`src/hdl/blr_pkg.sv`:
```
`timescale 1ns / 1ps
`default_nettype none

package blr_pkg;

  localparam int COORD_WIDTH = 9;
  localparam int DIM_WIDTH   = 9;
  localparam int COLOR_WIDTH = 16;
  localparam int DELTA_WIDTH = COORD_WIDTH + 1;
  localparam int ERR_WIDTH   = COORD_WIDTH + 3;
  localparam int E2_WIDTH    = ERR_WIDTH + 1;
  localparam int CMP_WIDTH   = (COORD_WIDTH > DIM_WIDTH) ? COORD_WIDTH : DIM_WIDTH;

  localparam int APB_DATA_WIDTH = 32;
  localparam int APB_ADDR_WIDTH = 3;

  localparam logic [DIM_WIDTH-1:0] SCREEN_WIDTH_RESET  = DIM_WIDTH'(240);
  localparam logic [DIM_WIDTH-1:0] SCREEN_HEIGHT_RESET = DIM_WIDTH'(320);

  typedef enum logic {
    REG_SCREEN_WIDTH  = 1'b0,
    REG_SCREEN_HEIGHT = 1'b1
  } reg_sel_t;

  typedef enum logic {
    OP_START   = 1'b0,
    OP_ADVANCE = 1'b1
  } op_t;

  typedef struct packed {
    logic                   op;
    logic [COORD_WIDTH-1:0] start_x;
    logic [COORD_WIDTH-1:0] start_y;
    logic [COORD_WIDTH-1:0] end_x;
    logic [COORD_WIDTH-1:0] end_y;
    logic [COLOR_WIDTH-1:0] line_color;
  } cmd_t;

  typedef struct packed {
    logic [COORD_WIDTH-1:0] pixel_x;
    logic [COORD_WIDTH-1:0] pixel_y;
    logic [COLOR_WIDTH-1:0] pixel_color;
    logic                   pixel_valid;
    logic                   last_pixel;
  } pix_t;

endpackage

`default_nettype wire

```
`src/hdl/bresenham_line_rasterizer_unit.sv`:
```
// Bresenham line rasterizer. A start transaction on cmd loads two endpoints and a color
// and returns the first endpoint; each advance transaction returns the next pixel of the
// line, with last_pixel set on the second endpoint. Off-screen pixels (against the
// screen_width and screen_height registers at APB byte addresses 0 and 4) come out with
// pixel_valid low; an advance with no line in progress returns an all-zero pixel. Every
// command yields exactly one pixel transaction. A command is handled in the cycle it is
// accepted: the line state and the pixel output register both load at that edge, so the
// pixel appears in the next cycle. The single output register sets the rate: one
// command per clock while pix is not stalled, and cmd stalls while a pixel waits on pix.
`timescale 1ns / 1ps
`default_nettype none

module bresenham_line_rasterizer_unit
  import blr_pkg::*;
(
  input  wire                       clk,
  input  wire                       rst,

  input  wire                       cmd_valid,
  output logic                      cmd_stall,
  input  cmd_t                      cmd,

  output logic                      pix_valid,
  input  wire                       pix_stall,
  output pix_t                      pix,

  input  wire                       psel,
  input  wire                       penable,
  input  wire                       pwrite,
  input  wire  [APB_ADDR_WIDTH-1:0] paddr,
  input  wire  [APB_DATA_WIDTH-1:0] pwdata,
  output logic [APB_DATA_WIDTH-1:0] prdata,
  output logic                      pready
);

  logic [DIM_WIDTH-1:0] screen_width;
  logic [DIM_WIDTH-1:0] screen_height;
  reg_sel_t             reg_sel;

  logic [COORD_WIDTH-1:0]      cur_x, cur_x_next;
  logic [COORD_WIDTH-1:0]      cur_y, cur_y_next;
  logic [COORD_WIDTH-1:0]      target_x, target_x_next;
  logic [COORD_WIDTH-1:0]      target_y, target_y_next;
  logic [DELTA_WIDTH-1:0]      delta_x, delta_x_next;
  logic [DELTA_WIDTH-1:0]      delta_y, delta_y_next;
  logic                        step_neg_x, step_neg_x_next;
  logic                        step_neg_y, step_neg_y_next;
  logic signed [ERR_WIDTH-1:0] error_acc, error_acc_next;
  logic [COLOR_WIDTH-1:0]      held_color, held_color_next;
  logic                        line_active, line_active_next;

  logic                        cmd_fire;
  pix_t                        pix_next;
  logic signed [E2_WIDTH-1:0]  e2;
  logic signed [E2_WIDTH-1:0]  dx_ext;
  logic signed [E2_WIDTH-1:0]  dy_ext;
  logic signed [E2_WIDTH-1:0]  err_sum;
  logic                        move_x;
  logic                        move_y;
  logic                        at_end;
  logic                        on_screen;

  assign reg_sel = reg_sel_t'(paddr[2]);
  assign pready  = 1'b1;

  always_ff @(posedge clk) begin
    if (rst) begin
      screen_width  <= SCREEN_WIDTH_RESET;
      screen_height <= SCREEN_HEIGHT_RESET;
    end else if (psel && penable && pwrite) begin
      case (reg_sel)
        REG_SCREEN_WIDTH:  screen_width  <= pwdata[DIM_WIDTH-1:0];
        REG_SCREEN_HEIGHT: screen_height <= pwdata[DIM_WIDTH-1:0];
        default: ;
      endcase
    end
  end

  always_comb begin
    case (reg_sel)
      REG_SCREEN_WIDTH:  prdata = APB_DATA_WIDTH'(screen_width);
      REG_SCREEN_HEIGHT: prdata = APB_DATA_WIDTH'(screen_height);
      default:           prdata = '0;
    endcase
  end

  assign cmd_stall = pix_valid && pix_stall;
  assign cmd_fire  = cmd_valid && !cmd_stall;

  assign e2     = E2_WIDTH'(error_acc) <<< 1;
  assign dx_ext = $signed(E2_WIDTH'(delta_x));
  assign dy_ext = $signed(E2_WIDTH'(delta_y));
  assign move_x = (e2 > -dy_ext) && (cur_x != target_x);
  assign move_y = (e2 < dx_ext) && (cur_y != target_y);

  always_comb begin
    cur_x_next       = cur_x;
    cur_y_next       = cur_y;
    target_x_next    = target_x;
    target_y_next    = target_y;
    delta_x_next     = delta_x;
    delta_y_next     = delta_y;
    step_neg_x_next  = step_neg_x;
    step_neg_y_next  = step_neg_y;
    error_acc_next   = error_acc;
    held_color_next  = held_color;
    line_active_next = line_active;
    err_sum          = E2_WIDTH'(error_acc);
    pix_next         = '0;
    at_end           = 1'b0;
    on_screen        = 1'b0;

    if (cmd.op == OP_START) begin
      cur_x_next      = cmd.start_x;
      cur_y_next      = cmd.start_y;
      target_x_next   = cmd.end_x;
      target_y_next   = cmd.end_y;
      held_color_next = cmd.line_color;
      step_neg_x_next = cmd.end_x < cmd.start_x;
      step_neg_y_next = cmd.end_y < cmd.start_y;
      delta_x_next    = step_neg_x_next ? DELTA_WIDTH'(cmd.start_x - cmd.end_x)
                                        : DELTA_WIDTH'(cmd.end_x - cmd.start_x);
      delta_y_next    = step_neg_y_next ? DELTA_WIDTH'(cmd.start_y - cmd.end_y)
                                        : DELTA_WIDTH'(cmd.end_y - cmd.start_y);
      error_acc_next  = $signed(ERR_WIDTH'(delta_x_next)) - $signed(ERR_WIDTH'(delta_y_next));
    end else if (line_active) begin
      if (move_x) begin
        err_sum    = err_sum - dy_ext;
        cur_x_next = step_neg_x ? cur_x - 1'b1 : cur_x + 1'b1;
      end
      if (move_y) begin
        err_sum    = err_sum + dx_ext;
        cur_y_next = step_neg_y ? cur_y - 1'b1 : cur_y + 1'b1;
      end
      error_acc_next = err_sum[ERR_WIDTH-1:0];
    end

    if (cmd.op == OP_START || line_active) begin
      at_end    = (cur_x_next == target_x_next) && (cur_y_next == target_y_next);
      on_screen = (CMP_WIDTH'(cur_x_next) < CMP_WIDTH'(screen_width)) &&
                  (CMP_WIDTH'(cur_y_next) < CMP_WIDTH'(screen_height));
      line_active_next     = !at_end;
      pix_next.pixel_x     = cur_x_next;
      pix_next.pixel_y     = cur_y_next;
      pix_next.pixel_color = held_color_next;
      pix_next.pixel_valid = on_screen;
      pix_next.last_pixel  = at_end;
    end
  end

  always_ff @(posedge clk) begin
    if (rst) begin
      cur_x       <= '0;
      cur_y       <= '0;
      target_x    <= '0;
      target_y    <= '0;
      delta_x     <= '0;
      delta_y     <= '0;
      step_neg_x  <= 1'b0;
      step_neg_y  <= 1'b0;
      error_acc   <= '0;
      held_color  <= '0;
      line_active <= 1'b0;
    end else if (cmd_fire) begin
      cur_x       <= cur_x_next;
      cur_y       <= cur_y_next;
      target_x    <= target_x_next;
      target_y    <= target_y_next;
      delta_x     <= delta_x_next;
      delta_y     <= delta_y_next;
      step_neg_x  <= step_neg_x_next;
      step_neg_y  <= step_neg_y_next;
      error_acc   <= error_acc_next;
      held_color  <= held_color_next;
      line_active <= line_active_next;
    end
  end

  always_ff @(posedge clk) begin
    if (rst) begin
      pix_valid <= 1'b0;
    end else if (cmd_fire) begin
      pix_valid <= 1'b1;
    end else if (!pix_stall) begin
      pix_valid <= 1'b0;
    end
  end

  always_ff @(posedge clk) begin
    if (cmd_fire) begin
      pix <= pix_next;
    end
  end

endmodule

`default_nettype wire

```
`config.mk`:
```
export PLATFORM = sky130hd
export DESIGN_NAME = bresenham_line_rasterizer_unit
export DESIGN_NICKNAME = d
export VERILOG_FILES = /design/src/hdl/blr_pkg.sv /design/src/hdl/bresenham_line_rasterizer_unit.sv
export SDC_FILE = /design/constraint.sdc
export NUM_CORES = 1
export LEC_CHECK = 0
export ABC_AREA = 1
export BUFFER_PORTS_ARGS = -buffer_cell sky130_fd_sc_hd__buf_4
export CORE_MARGIN = 2
export CORE_UTILIZATION = 45
export DETAILED_ROUTE_END_ITERATION = 12
export HOLD_SLACK_MARGIN = 0.03
export PLACE_DENSITY_LB_ADDON = 0.12
export RECOVER_POWER = 100
export SETUP_SLACK_MARGIN = 0.05
export SYNTH_ARGS = -nofsm -noshare
export SYNTH_HDL_FRONTEND = slang
export SYNTH_SLANG_ARGS = --single-unit
```
`constraint.sdc`:
```
create_clock -name clk -period 4.7 [get_ports clk]
set_clock_uncertainty 0.2 [all_clocks]
set_input_delay 0.94 -clock clk [delete_from_list [all_inputs] [get_ports clk]]
set_output_delay 0.94 -clock clk [all_outputs]
set_load 0.1 [all_outputs]
```
# Yosys cells after proc, flatten, opt, wreduce, memory -nomap -nowiden
# Cells that the tools add are included.
# op_classes
n_addsub,12
order_cmp,6
n_eq_ne,6
n_mux,22
bitwise,2
n_reduce_logical,16
# op_table
op,count
$mux 9,10
$mux 12,6
$pmux 32 s2,1
$sub 9x9->10,4
$lt 9x9->1,4
$mux 10,2
$add 9x1->9 const B,2
$eq 9x9->1,2
$ne 9x9->1,2
$sub 9x1->9 const B,2
$mux 16,1
$gt 13x13->1,1
$lt 13x11->1,1
$neg 10->13,1
$add 12x11->12,1
$sub 12x11->12,1
$sub 10x10->11,1
$reduce_and 2->1,5
$logic_and 1x1->1,8
$ne 2x1->1 const B,2
$logic_not 1->1,2
$mux 1,2
$not 1->1,2
$logic_or 1x1->1,1
# word_totals
regBits,142
out_inout_bits,71

# Depth between registers and ports, before layout
# Gate-level depths: netlist of run 1.
# depth
ltp_word,10
ltp_mapped,35
depth_no_buf,35

# Least setup slack after synthesis of run 1
# OpenSTA, ideal clock, no wires.
# synth_timing
path_type,input port to flip-flop
startpoint,input cmd[25] in the netlist's numbering
endpoint,register error_acc[9]
setup_time_ns,0.074
arrival_ns,4.337
required_time_ns,4.426
slack_ns,0.089
stages,27
path_cell_list,inv_1 > ha_1 > inv_1 > fa_1 > inv_1 > o21ai_1 > nand2_1 > o211ai_1 > nand2_1 > inv_1 > or2_4 > buf_4 > o21ai_0 > xor2_1 > inv_1 > ha_1 > nand3_1 > and2_1 > o21ai_0 > inv_1 > o21ai_0 > and2_1 > nor2_1 > nor2_1 > nor3_1 > nand3b_1 > a31oi_1
# synth_via
elab_chain_cells,4
# synth_lines
element,line_no,rtl
from (decl),bresenham_line_rasterizer_unit.sv:21,"input cmd_t cmd,"
"$sub 9x9->10, or another cell as far along",bresenham_line_rasterizer_unit.sv:122,: DELTA_WIDTH'(cmd.end_x - cmd.start_x);
$mux 10 (*),bresenham_line_rasterizer_unit.sv:121,delta_x_next = step_neg_x_next ? DELTA_WIDTH'(cmd.start_x - cmd.end_x)
$sub 10x10->11 (*),bresenham_line_rasterizer_unit.sv:125,error_acc_next = $signed(ERR_WIDTH'(delta_x_next)) - $signed(ERR_WIDTH'(delta_y_next));
$mux 12 (*),bresenham_line_rasterizer_unit.sv:113,if (cmd.op == OP_START) begin
to (signal assigned),bresenham_line_rasterizer_unit.sv:173,error_acc <= error_acc_next;
to (decl),bresenham_line_rasterizer_unit.sv:48,"logic signed [ERR_WIDTH-1:0] error_acc, error_acc_next;"
# Mark *: on every way between the ends. The rest lies on a longest branch, timed or not.
# A chain may end at the register's enable or synchronous reset.

# Worst setup path after layout of run 1
# layout_timing
startpoint,register delta_y[1]
endpoint,register error_acc[10]
# layout_via
elab_chain_cells,10
# layout_lines
element,line_no,rtl
from (decl),bresenham_line_rasterizer_unit.sv:45,"logic [DELTA_WIDTH-1:0] delta_y, delta_y_next;"
from (signal assigned),bresenham_line_rasterizer_unit.sv:170,delta_y <= delta_y_next;
$neg 10->13,bresenham_line_rasterizer_unit.sv:93,assign move_x = (e2 > -dy_ext) && (cur_x != target_x);
$gt 13x13->1,bresenham_line_rasterizer_unit.sv:93,
$logic_and 1x1->1,bresenham_line_rasterizer_unit.sv:93,
$mux 12 (*),bresenham_line_rasterizer_unit.sv:127,if (move_x) begin
$mux 12 (*),bresenham_line_rasterizer_unit.sv:126,end else if (line_active) begin
$mux 12 (*),bresenham_line_rasterizer_unit.sv:113,
$add 12x11->12,bresenham_line_rasterizer_unit.sv:132,err_sum = err_sum + dx_ext;
$mux 12 (*),bresenham_line_rasterizer_unit.sv:131,if (move_y) begin
$mux 12 (*),bresenham_line_rasterizer_unit.sv:126,
$mux 12 (*),bresenham_line_rasterizer_unit.sv:113,
# Mark *: on every way between the ends. The rest lies on a longest branch, timed or not. The select of a mux whose other input is x is not followed.

==> run metrics, run 1 <==
gpl congestion=0.896; synth top area cells=dfxtp_1 18%, ha_1 13%, nand2_1 10%; Max Fclk=221 MHz; vias in the first global route=10878; layout cells sized above 1=0.179; CTS sink count=142; reg-to-reg endpoint=error_acc[10]; cell repeated most along the worst path=nand2_2; GR Util All Layers=0.256; Post-Synthesis Cells=1634; Lkg Pwr=7.11 nW; CP arrival=4.64 ns; ys async rst share=0; Cell Area, Synth=0.0116 mm²; sequential fraction of the synthesis area=0.277; total CTS buffers=17; row count=58; port bufs=116; first-pass GRT wire length=54.3 mm; R2R depth=32; final WL=34.5 mm; critical-path maximum fanout=7; met3 WL=1.99 mm; Met1 Wirelength=16.0 mm; Post-DP HPWL=26.2 mm; most instantiated cells after synthesis=310 x nand2_1, 233 x inv_1, 162 x o21ai_0, 156 x a21oi_1, 124 x nor2_1; Clock Tree Buf Depth=2; largest net degree at the start of global routing=76; Critical Path Slowest Stage Cell=dfxtp_4; DIE HEIGHT=164 µm; WL/cell=15.8 µm; Yosys top cell area share=0.183; pwr dens=389 mW/mm²; Post-route DRC=0; core area=0.0252 mm²; CP required=4.82 ns; Detailed Routing Iterations Pass 1=5; htree depth=4; Max Cap Violations=2; TNS Setup=0 ns; critical path capture point type=register; internal power=3.23 mW; ys flop type=dfxtp_1; Logic pwr share=0.476; Vias=11420; final hold vios=0; WHS Endpoint=target_x[4]; CP max stage delay=0.37 ns; die area=0.0270 mm²; sw frac=0.418; Nets=2067; hold buffer count at CTS=0; ANT cells=0; Yosys warning total=0; Net Sw Power=2.32 mW; Hold Crit Class=register to register; met2 wire length=15.7 mm; Final WS setup=0.179 ns; final hold slack=0.282 ns; fin util=0.567; Yosys reg bits=142; HP Start=target_x[4]; startpoint types=register; reg2reg setup slack=0.18 ns; grt total ovfl=0; DP Worst Slack=-0.368 ns; minimum clock period=4.52 ns; clock share of power=0.263; Final period util=0.962; Top Ports=166; Crit Path Category=register to register; P&R area growth vs syn=23.5%; post-synthesis cell type count=57; failing checks=capacitance limit, slew limit; FF-to-FF Start=delta_y[1]; Slew Limit Fails=84; Avg Synthesized Cell Area=7.08 µm²; First DRT Iteration DRCs=934; Max-Slew Margin vs Limit=-0.414; Setup-failing EPs final=0; RSZ-0062 raised after global routing=yes; Initial Utilization=0.460; clock root cell=clkbuf_16; highest routed layer=met4; ANT nets after route=0; Reg power frac=0.260; peak supply drop=0.210 mV; initial antenna violation count=0; Worst-path clk slew=0.07 ns; status=complete, but fails checks; worst skew pair latency=0.44 ns; cell taking the most area after synthesis=dfxtp_1; most numerous cell in the Yosys netlist=nand2_1; CTS tree=built; Die Width=164 µm; Slew @ Worst Pin=2.12 ns; drt via density=5.22; EDFF count, synth=36; WHS Path Cells=2
-- power groups by stage --
stage | logic (mW) | clock network [mW] | registers [mW]
finish | 2.65 | 1.46 | 1.45
global placement | 2.39 | 0 | 1.47
detailed placement | 2.42 | 0 | 1.47
global route | 2.91 | 1.53 | 1.46
floorplan | 1.47 | 0 | 1.63
CTS | 2.47 | 1.48 | 1.44
-- what timing repair did --
action | CTS | global route
gates resized for setup | 17 | 82
endpoints found under the setup margin | 7 | 9
pin swaps | 6 | 46
gates cloned | 0 | 0
setup buffers | 3 | 10
-- metrics by stage --
stage	cells	total power [mW]	cell area (µm²)
after floorplan	1656	3.11	11700
after global placement	2143	3.85	13400
after detailed placement	2143	3.88	13400
after CTS	2178	5.39	14100
after global routing	2187	5.91	14300
final	2187	5.55	14300
-- critical path, delay by kind of cell (launching register included) --
kind                     cells  cell delay, ns
AND/OR/NAND/NOR             19            1.93
adder cells (fa/ha/maj)      2            0.64
flip-flops                   1            0.37
buffers and inverters        3            0.33
AO/OA/AOI/OAI                7            0.76
XOR/XNOR                     1            0.15
-- final cells by class --
cell class                 instances  area (µm²)
tap                              330         413
multi-input combinational       1199        7490
inverter                         237         900
timing repair buffer             247        1660
sequential                       142        3210
clock buffer                      18         439
clock inverter                    14         179
fill                            2444       10900
-- worst max-delay path by stage --
stage,cells after the start,from,endpoint,slack [ns]
6_report,32,delta_y[1],error_acc[10],0.18
5_1_grt,32,delta_y[1],error_acc[10],-0.14
2_1_floorplan,27,cmd[25],error_acc[9],0.09
3_5_place_dp,27,cmd[25],error_acc[9],-0.37
4_1_cts,27,cmd[25],error_acc[9],0.06
3_3_place_gp,27,cmd[25],error_acc[9],-0.33
-- flip-flops by register name (all words and copies together) (netlist names) --
signal	cells
pix	36
target_x	9
cur_x	9
delta_x	10
pix_valid	1
step_neg_x	1
line_active	1
error_acc	12
screen_width	9
held_color	16
target_y	9
screen_height	9
step_neg_y	1
delta_y	10
cur_y	9
-- placed cells by master, fill, tap and decap left out, drive strengths merged, types with 2 or more instances in the layout --
cell	n
a21oi	158
o21bai	7
or2	7
xnor2	17
clkbuf	74
nand3	74
o21a	2
o221ai	2
bufinv	3
o211ai	11
a31oi	10
ha	119
o22ai	2
nand4	27
nand2	324
conb	24
inv	240
nor3	9
nand3b	7
a21o	5
mux2i	17
dfxtp	106
and2	2
a211oi	19
nor2	130
buf	191
edfxtp	36
o21ai	166
fa	9
xor2	43
a2bb2oi	2
clkinvlp	3
clkinv	5
-- routing by layer --
| layer | vias up | global-route usage |
|---|---|---|
| met4 | 0 | 0.0805 |
| met3 | 55 | 0.0285 |
| met5 | - | 0 |
| met1 | 5246 | 0.348 |
| met2 | 321 | 0.425 |
| li1 | 5798 | - |
-- cells by family (layout without fill, tap and decap cells) --
kind of cell | Yosys count | in the layout | share of synthesized area
and+or+nand+nor | 581 | 581 | 0.223
AOI/OAI and AO/OA | 389 | 389 | 0.183
buffers and inverters | 315 | 516 | 0.113
DFF | 142 | 142 | 0.277
adders and majority gates | 128 | 128 | 0.144
xor gates and xnor gates | 60 | 60 | 0.0454
muxes | 17 | 17 | 0.0147
other | 2 | 24 | 0.000649
Power figures use the tool's default switching activity.
==> inputs of run 2 (changes only) <==
--- a/config.mk
+++ b/config.mk
@@ -7,7 +7,6 @@
 export LEC_CHECK = 0
 export ABC_AREA = 1
 export BUFFER_PORTS_ARGS = -buffer_cell sky130_fd_sc_hd__buf_4
-export CORE_MARGIN = 2
 export CORE_UTILIZATION = 45
 export DETAILED_ROUTE_END_ITERATION = 12
 export HOLD_SLACK_MARGIN = 0.03
==> run 2 against run 1 <==
The run still ends with capacitance limit, slew limit left; clock power fell by 4%; sequential share of layout area down 0.16 points; first-iteration DRC count fell by 27%; die area decreased by 2.4%; utilization rose by 0.41 points; critical path type unchanged; largest cell class unchanged.
==> run metrics, run 2 (synthesis gave the netlist of run 1 again) <==
DP Worst Slack=-0.401 ns (was -0.368 ns); htree depth=4 (unchanged); routing usage on met1=0.344 (was 0.348); ANT nets after route=0 (unchanged); clock root cell=clkbuf_16 (unchanged); P&R area growth vs syn=24.4% (was 23.5%); met3 usage=0.0479 (was 0.0285); critical-path maximum fanout=5 (was 7); largest net degree at the start of global routing=79 (was 76); FILL cells=2442 (was 2444); minimum clock period=4.49 ns (was 4.52 ns); CP required=4.82 ns (about the same); Max-Slew Margin vs Limit=-0.295 (was -0.414); Crit Path Category=register to register (unchanged); Vias=11393 (was 11420); family with the most delay on the worst path=simple AND/OR/NAND/NOR gates (unchanged); Post-DP HPWL=26.1 mm (was 26.2 mm); commonest non-fill, non-tap cell in the layout=nand2_1 (unchanged); hold buffer count at CTS=0 (unchanged); WL/cell=15.9 µm (was 15.8 µm); Final period util=0.955 (was 0.962); first-pass GRT wire length=53.7 mm (was 54.3 mm); GR Util All Layers=0.260 (was 0.256); gpl congestion=0.905 (was 0.896); Tot Pwr=5.61 mW (was 5.55 mW); Max Cap Violations=2 (unchanged); critical path capture point type=register (unchanged); Hold Crit Class=register to register (unchanged); final WL=34.7 mm (was 34.5 mm); layout cells sized above 1=0.193 (was 0.179); Worst-path clk slew=0.07 ns (about the same); drt via density=5.21 (was 5.22); grt total ovfl=0 (unchanged); core area=0.0252 mm² (unchanged); port bufs=116 (unchanged); worst skew pair latency=0.44 ns (about the same); die area=0.0264 mm² (was 0.0270 mm²); Most flops, register=pix (unchanged); Lkg Pwr=7.13 nW (was 7.11 nW); status=complete, but fails checks (unchanged); HP Start=screen_height[1] (was target_x[4]); Critical Path Slowest Stage Cell=fa_2 (was dfxtp_4); startpoint types=register (unchanged); ANT cells=0 (unchanged); number of buffer and inverter stages on the critical path=2 (was 3); Max Fclk=223 MHz (was 221 MHz); row count=58 (unchanged); CP arrival=4.61 ns (was 4.64 ns); Setup-failing EPs final=0 (unchanged); total CTS buffers=17 (unchanged); peak supply drop=0.232 mV (was 0.210 mV); CTS sink count=142 (unchanged); top flop regs=pix x36, held_color x16, error_acc x12 (unchanged); final hold vios=0 (unchanged); Initial Utilization=0.460 (unchanged); initial antenna violation count=0 (unchanged); Post-route DRC=0 (unchanged); FF-to-FF Start=delta_y[2] (was delta_y[1]); Final WS setup=0.213 ns (was 0.179 ns); cell repeated most along the worst path=nand2_2 (unchanged); max reg flops=36 (unchanged); DIE HEIGHT=162 µm (was 164 µm); Detailed Routing Iterations Pass 1=5 (unchanged); CP max stage delay=0.36 ns (was 0.37 ns); Slew @ Worst Pin=1.94 ns (was 2.12 ns); CP Launch Point=delta_y[2] (was delta_y[1]); failing checks=capacitance limit, slew limit (unchanged); Global Route met2 Usage=0.427 (was 0.425); Top Ports=166 (unchanged); Die Width=162 µm (was 164 µm); RSZ-0062 raised after global routing=yes (unchanged); CTS tree=built (unchanged); Slew Limit Fails=81 (was 84); Clock Tree Buf Depth=2 (unchanged); most frequent cells in the layout=292 x nand2_1, 222 x inv_1, 189 x buf_4, 145 x a21oi_1, 140 x o21ai_0 (was 299 x nand2_1, 226 x inv_1, 189 x buf_4, 148 x a21oi_1, 147 x o21ai_0); First DRT Iteration DRCs=684 (was 934); pwr dens=389 mW/mm² (about the same); vias in the first global route=10637 (was 10878); fin util=0.572 (was 0.567); GR peak layer=met2 (unchanged); Nets=2068 (was 2067)
==> run 2: repair_timing <==
action                                  in CTS  in global routing
endpoints found under the setup margin       7                 10
resized for setup                           27                112
pin swaps                                   18                 73
setup buffers                                8                 16
==> run 2: path summary, 6_finish.rpt <==
| path | to | slack [ns] | depth (start not counted) |
|---|---|---|---|
| hold reg to reg | screen_height[1] | 0.28 | 2 |
| setup reg to reg | error_acc[10] | 0.21 | 32 |
| hold / removal | screen_height[1] | 0.28 | 2 |
| setup / recovery | error_acc[10] | 0.21 | 32 |
==> run 2: where the power goes <==
group	internal, mW	switching [mW]	total (mW)
logic	1.08	1.69	2.76
registers	1.36	0.0905	1.45
clock network	0.764	0.632	1.40
total	3.20	2.41	5.61
==> run 2: final cells by class <==
cell class                 instances  area, µm²  area share
timing repair buffer             248       1690       0.118
multi-input combinational       1199       7590       0.527
inverter                         237        902      0.0627
sequential                       142       3210       0.223
tap                              330        413      0.0287
clock buffer                      18        439      0.0305
clock inverter                    14        145      0.0101
==> run 2: layer usage <==
layer	wire length [µm]	vias up
met2	15700	317
met5	0	-
met3	2160	51
met4	783	0
li1	-	5790
met1	16000	5235
==> run 2: stage by stage <==
step           cell area (µm²)  std cells  hold WS (ns)  TNS [ns]
6_report                 14400       2188         0.283         0
5_1_grt                  14400       2188         0.303    -0.313
4_1_cts                  14100       2173         0.283         0
3_5_place_dp             13400       2133         0.274     -1.70
3_3_place_gp             13400       2133         0.267     -1.32
2_1_floorplan            11700       1656         0.250         0
==> run 2: worst reg2reg max path, delay by kind of cell, from the launching register on <==
family / cells / cell delay [ns]
compound gates: 6 / 0.56
fa+ha+maj: 3 / 0.85
xor+xnor: 1 / 0.15
buf+inv: 2 / 0.20
simple gates: 20 / 2.09
flops: 1 / 0.33
==> inputs of run 3 (changes only) <==
==> constraint.sdc (replaced) <==
create_clock -name clk -period 3.75 [get_ports clk]
set_clock_uncertainty 0.2 [all_clocks]
set_input_delay 0.75 -clock clk [delete_from_list [all_inputs] [get_ports clk]]
set_output_delay 0.75 -clock clk [all_outputs]
set_load 0.1 [all_outputs]
==> run 3 against run 2 <==
Sequential power increased by 24%; combinational power increased by 26%; non-clock buffer count increased by 85; setup slack got worse by 0.85 ns; sequential share of layout area decreased by 0.75 points; the run ends with capacitance limit, slew limit, setup timing left; utilization increased by 2.0 points; global-route usage increased by 0.83 points; flip-flop and latch count unchanged; die area unchanged; total power increased by 23%.
==> run metrics, run 3 (synthesis gave the netlist of run 1 again) <==
Lkg Pwr=7.52 nW (was 7.13 nW); CP arrival=4.51 ns (was 4.61 ns); Vias=11610 (was 11393); cell repeated most along the worst path=nand2_2 (unchanged); pwr dens=464 mW/mm² (was 389 mW/mm²); Post-route DRC=0 (unchanged); Die Width=162 µm (unchanged); startpoint types=register (unchanged); First DRT Iteration DRCs=678 (was 684); final hold vios=0 (unchanged); first-pass GRT wire length=55.2 mm (was 53.7 mm); Critical Path Slowest Stage Cell=dfxtp_4 (was fa_2); top flop regs=pix x36, held_color x16, error_acc x12 (unchanged); Setup-failing EPs final=57 (was 0); fin util=0.591 (was 0.572); gpl congestion=0.934 (was 0.905); largest net degree at the start of global routing=85 (was 79); WHS Endpoint=pix_valid (was screen_height[1]); multi-input logic area=0.00746 mm² (was 0.00759 mm²); Clock Tree Buf Depth=2 (unchanged); Max Cap Violations=2 (unchanged); DIE HEIGHT=162 µm (unchanged); reg-to-reg endpoint=error_acc[10] (unchanged); vias in the first global route=10910 (was 10637); FF-to-FF Start=delta_y[0] (was delta_y[2]); Hold Crit Class=register to register (unchanged); clock root cell=clkbuf_16 (unchanged); Top Ports=166 (unchanged); Worst-path clk slew=0.07 ns (about the same); GR Util All Layers=0.268 (was 0.260); FILL cells=2363 (was 2442); WL/cell=15.4 µm (was 15.9 µm); Nets=2154 (was 2068); CTS tree=built (unchanged); RSZ-0062 raised after global routing=yes (unchanged); WHS Path Cells=2 (unchanged); CP max stage delay=0.37 ns (was 0.36 ns); TNS Setup=-12.01 ns (was 0 ns); status=complete, but fails checks (unchanged); Detailed Routing Iterations Pass 1=5 (unchanged); HP Start=pix_valid (was screen_height[1]); total CTS buffers=17 (unchanged); layout cells sized above 1=0.216 (was 0.193); max reg flops=36 (unchanged); P&R area growth vs syn=28.6% (was 24.4%); die area=0.0264 mm² (unchanged); worst skew pair latency=0.44 ns (about the same); CTS sink count=142 (unchanged); port bufs=116 (unchanged); grt total ovfl=0 (unchanged); Max-Slew Margin vs Limit=-0.296 (was -0.295); core area=0.0252 mm² (unchanged); peak supply drop=0.293 mV (was 0.232 mV); critical path capture point type=register (unchanged); Slew @ Worst Pin=1.94 ns (about the same); hold buffer count at CTS=0 (unchanged); Post-DP HPWL=26.8 mm (was 26.1 mm); Sequential Area=0.00321 mm² (about the same); row count=58 (unchanged); reg2reg setup slack=-0.64 ns (was 0.21 ns); Slew Limit Fails=75 (was 81); R2R depth=31 (was 32); ANT cells=0 (unchanged); Final WS setup=-0.639 ns (was 0.213 ns); critical-path maximum fanout=7 (was 5); most frequent cells in the layout=301 x nand2_1, 277 x buf_4, 223 x inv_1, 149 x a21oi_1, 136 x o21ai_0 (was 292 x nand2_1, 222 x inv_1, 189 x buf_4, 145 x a21oi_1, 140 x o21ai_0); commonest non-fill, non-tap cell in the layout=nand2_1 (unchanged); Final period util=1.17 (was 0.955); Crit Path Category=register to register (unchanged); ANT nets after route=0 (unchanged); drt via density=5.11 (was 5.21); CP required=3.87 ns (was 4.82 ns); Max Fclk=228 MHz (was 223 MHz); minimum clock period=4.39 ns (was 4.49 ns); htree depth=4 (unchanged); final WL=34.9 mm (was 34.7 mm); initial antenna violation count=0 (unchanged); failing checks=capacitance limit, slew limit, setup timing (was capacitance limit, slew limit); Most flops, register=pix (unchanged); Initial Utilization=0.460 (unchanged)
[run 3: cell count changes in the layout (fill, tap and decap cells not counted), sizes merged]
cell	before	now
clkbuf	72	70
clkinv	3	7
buf	194	280
bufinv	1	0
clkinvlp	3	4
nand2	324	325
inv	244	241
[run 3: cell type report]
cell class                 count  share of cell area
sequential                   142               0.216
clock buffer                  17              0.0286
timing repair buffer         333               0.157
inverter                     237              0.0613
clock inverter                15             0.00866
tap                          330              0.0277
multi-input combinational   1200               0.501
[run 3: worst max path at each step]
stage / endpoint / from / cells past startpoint / slack [ns]
floorplan: error_acc[10] / delta_y[1] / 35 / -0.52
global placement: error_acc[8] / cmd[25] / 30 / -0.76
detailed placement: error_acc[10] / delta_y[0] / 31 / -0.82
CTS: error_acc[10] / delta_y[0] / 31 / -0.63
global route: error_acc[10] / delta_y[0] / 34 / -0.91
finish: error_acc[10] / delta_y[0] / 31 / -0.64
[run 3: report_power, final]
group / switching, mW / internal (mW) / total (mW)
clock: 0.778 / 0.868 / 1.65
combinational: 2.08 / 1.39 / 3.47
sequential: 0.0976 / 1.70 / 1.80
[run 3: worst max-delay path, delay by kind of cell (launching register included)]
| family | cells | cell delay, ns |
|---|---|---|
| and+or+nand+nor | 19 | 2.04 |
| adders and majority gates | 4 | 0.99 |
| buffers and inverters | 1 | 0.06 |
| DFF | 1 | 0.37 |
| AOI/OAI and AO/OA | 6 | 0.52 |
| xor gates and xnor gates | 1 | 0.09 |
[run 3: metrics by stage]
step | setup slack, ns | cell area (µm²) | cells | hold slack, ns | power (mW)
2_1_floorplan | -0.517 | 11800 | 1656 | 0.250 | 4.00
3_3_place_gp | -0.760 | 14200 | 2224 | 0.267 | 5.07
3_5_place_dp | -0.821 | 14200 | 2224 | 0.276 | 5.11
4_1_cts | -0.626 | 14900 | 2265 | 0.287 | 6.85
5_1_grt | -0.915 | 14900 | 2274 | 0.315 | 7.36
6_report | -0.639 | 14900 | 2274 | 0.283 | 6.91
[run 3: layer usage]
layer	up-vias	GRT usage	routed length, µm
met5	-	0	0
met4	0	0.0995	962
met3	54	0.0275	1800
met2	293	0.446	16200
met1	5293	0.358	15900
li1	5970	-	-
[run 3: repair_timing]
item                       4_1_cts  5_1_grt
pin swaps                       24       20
setup endpoints to repair       14       26
resized for setup               31       24
setup buffers                    8        9
cloned                           1        0
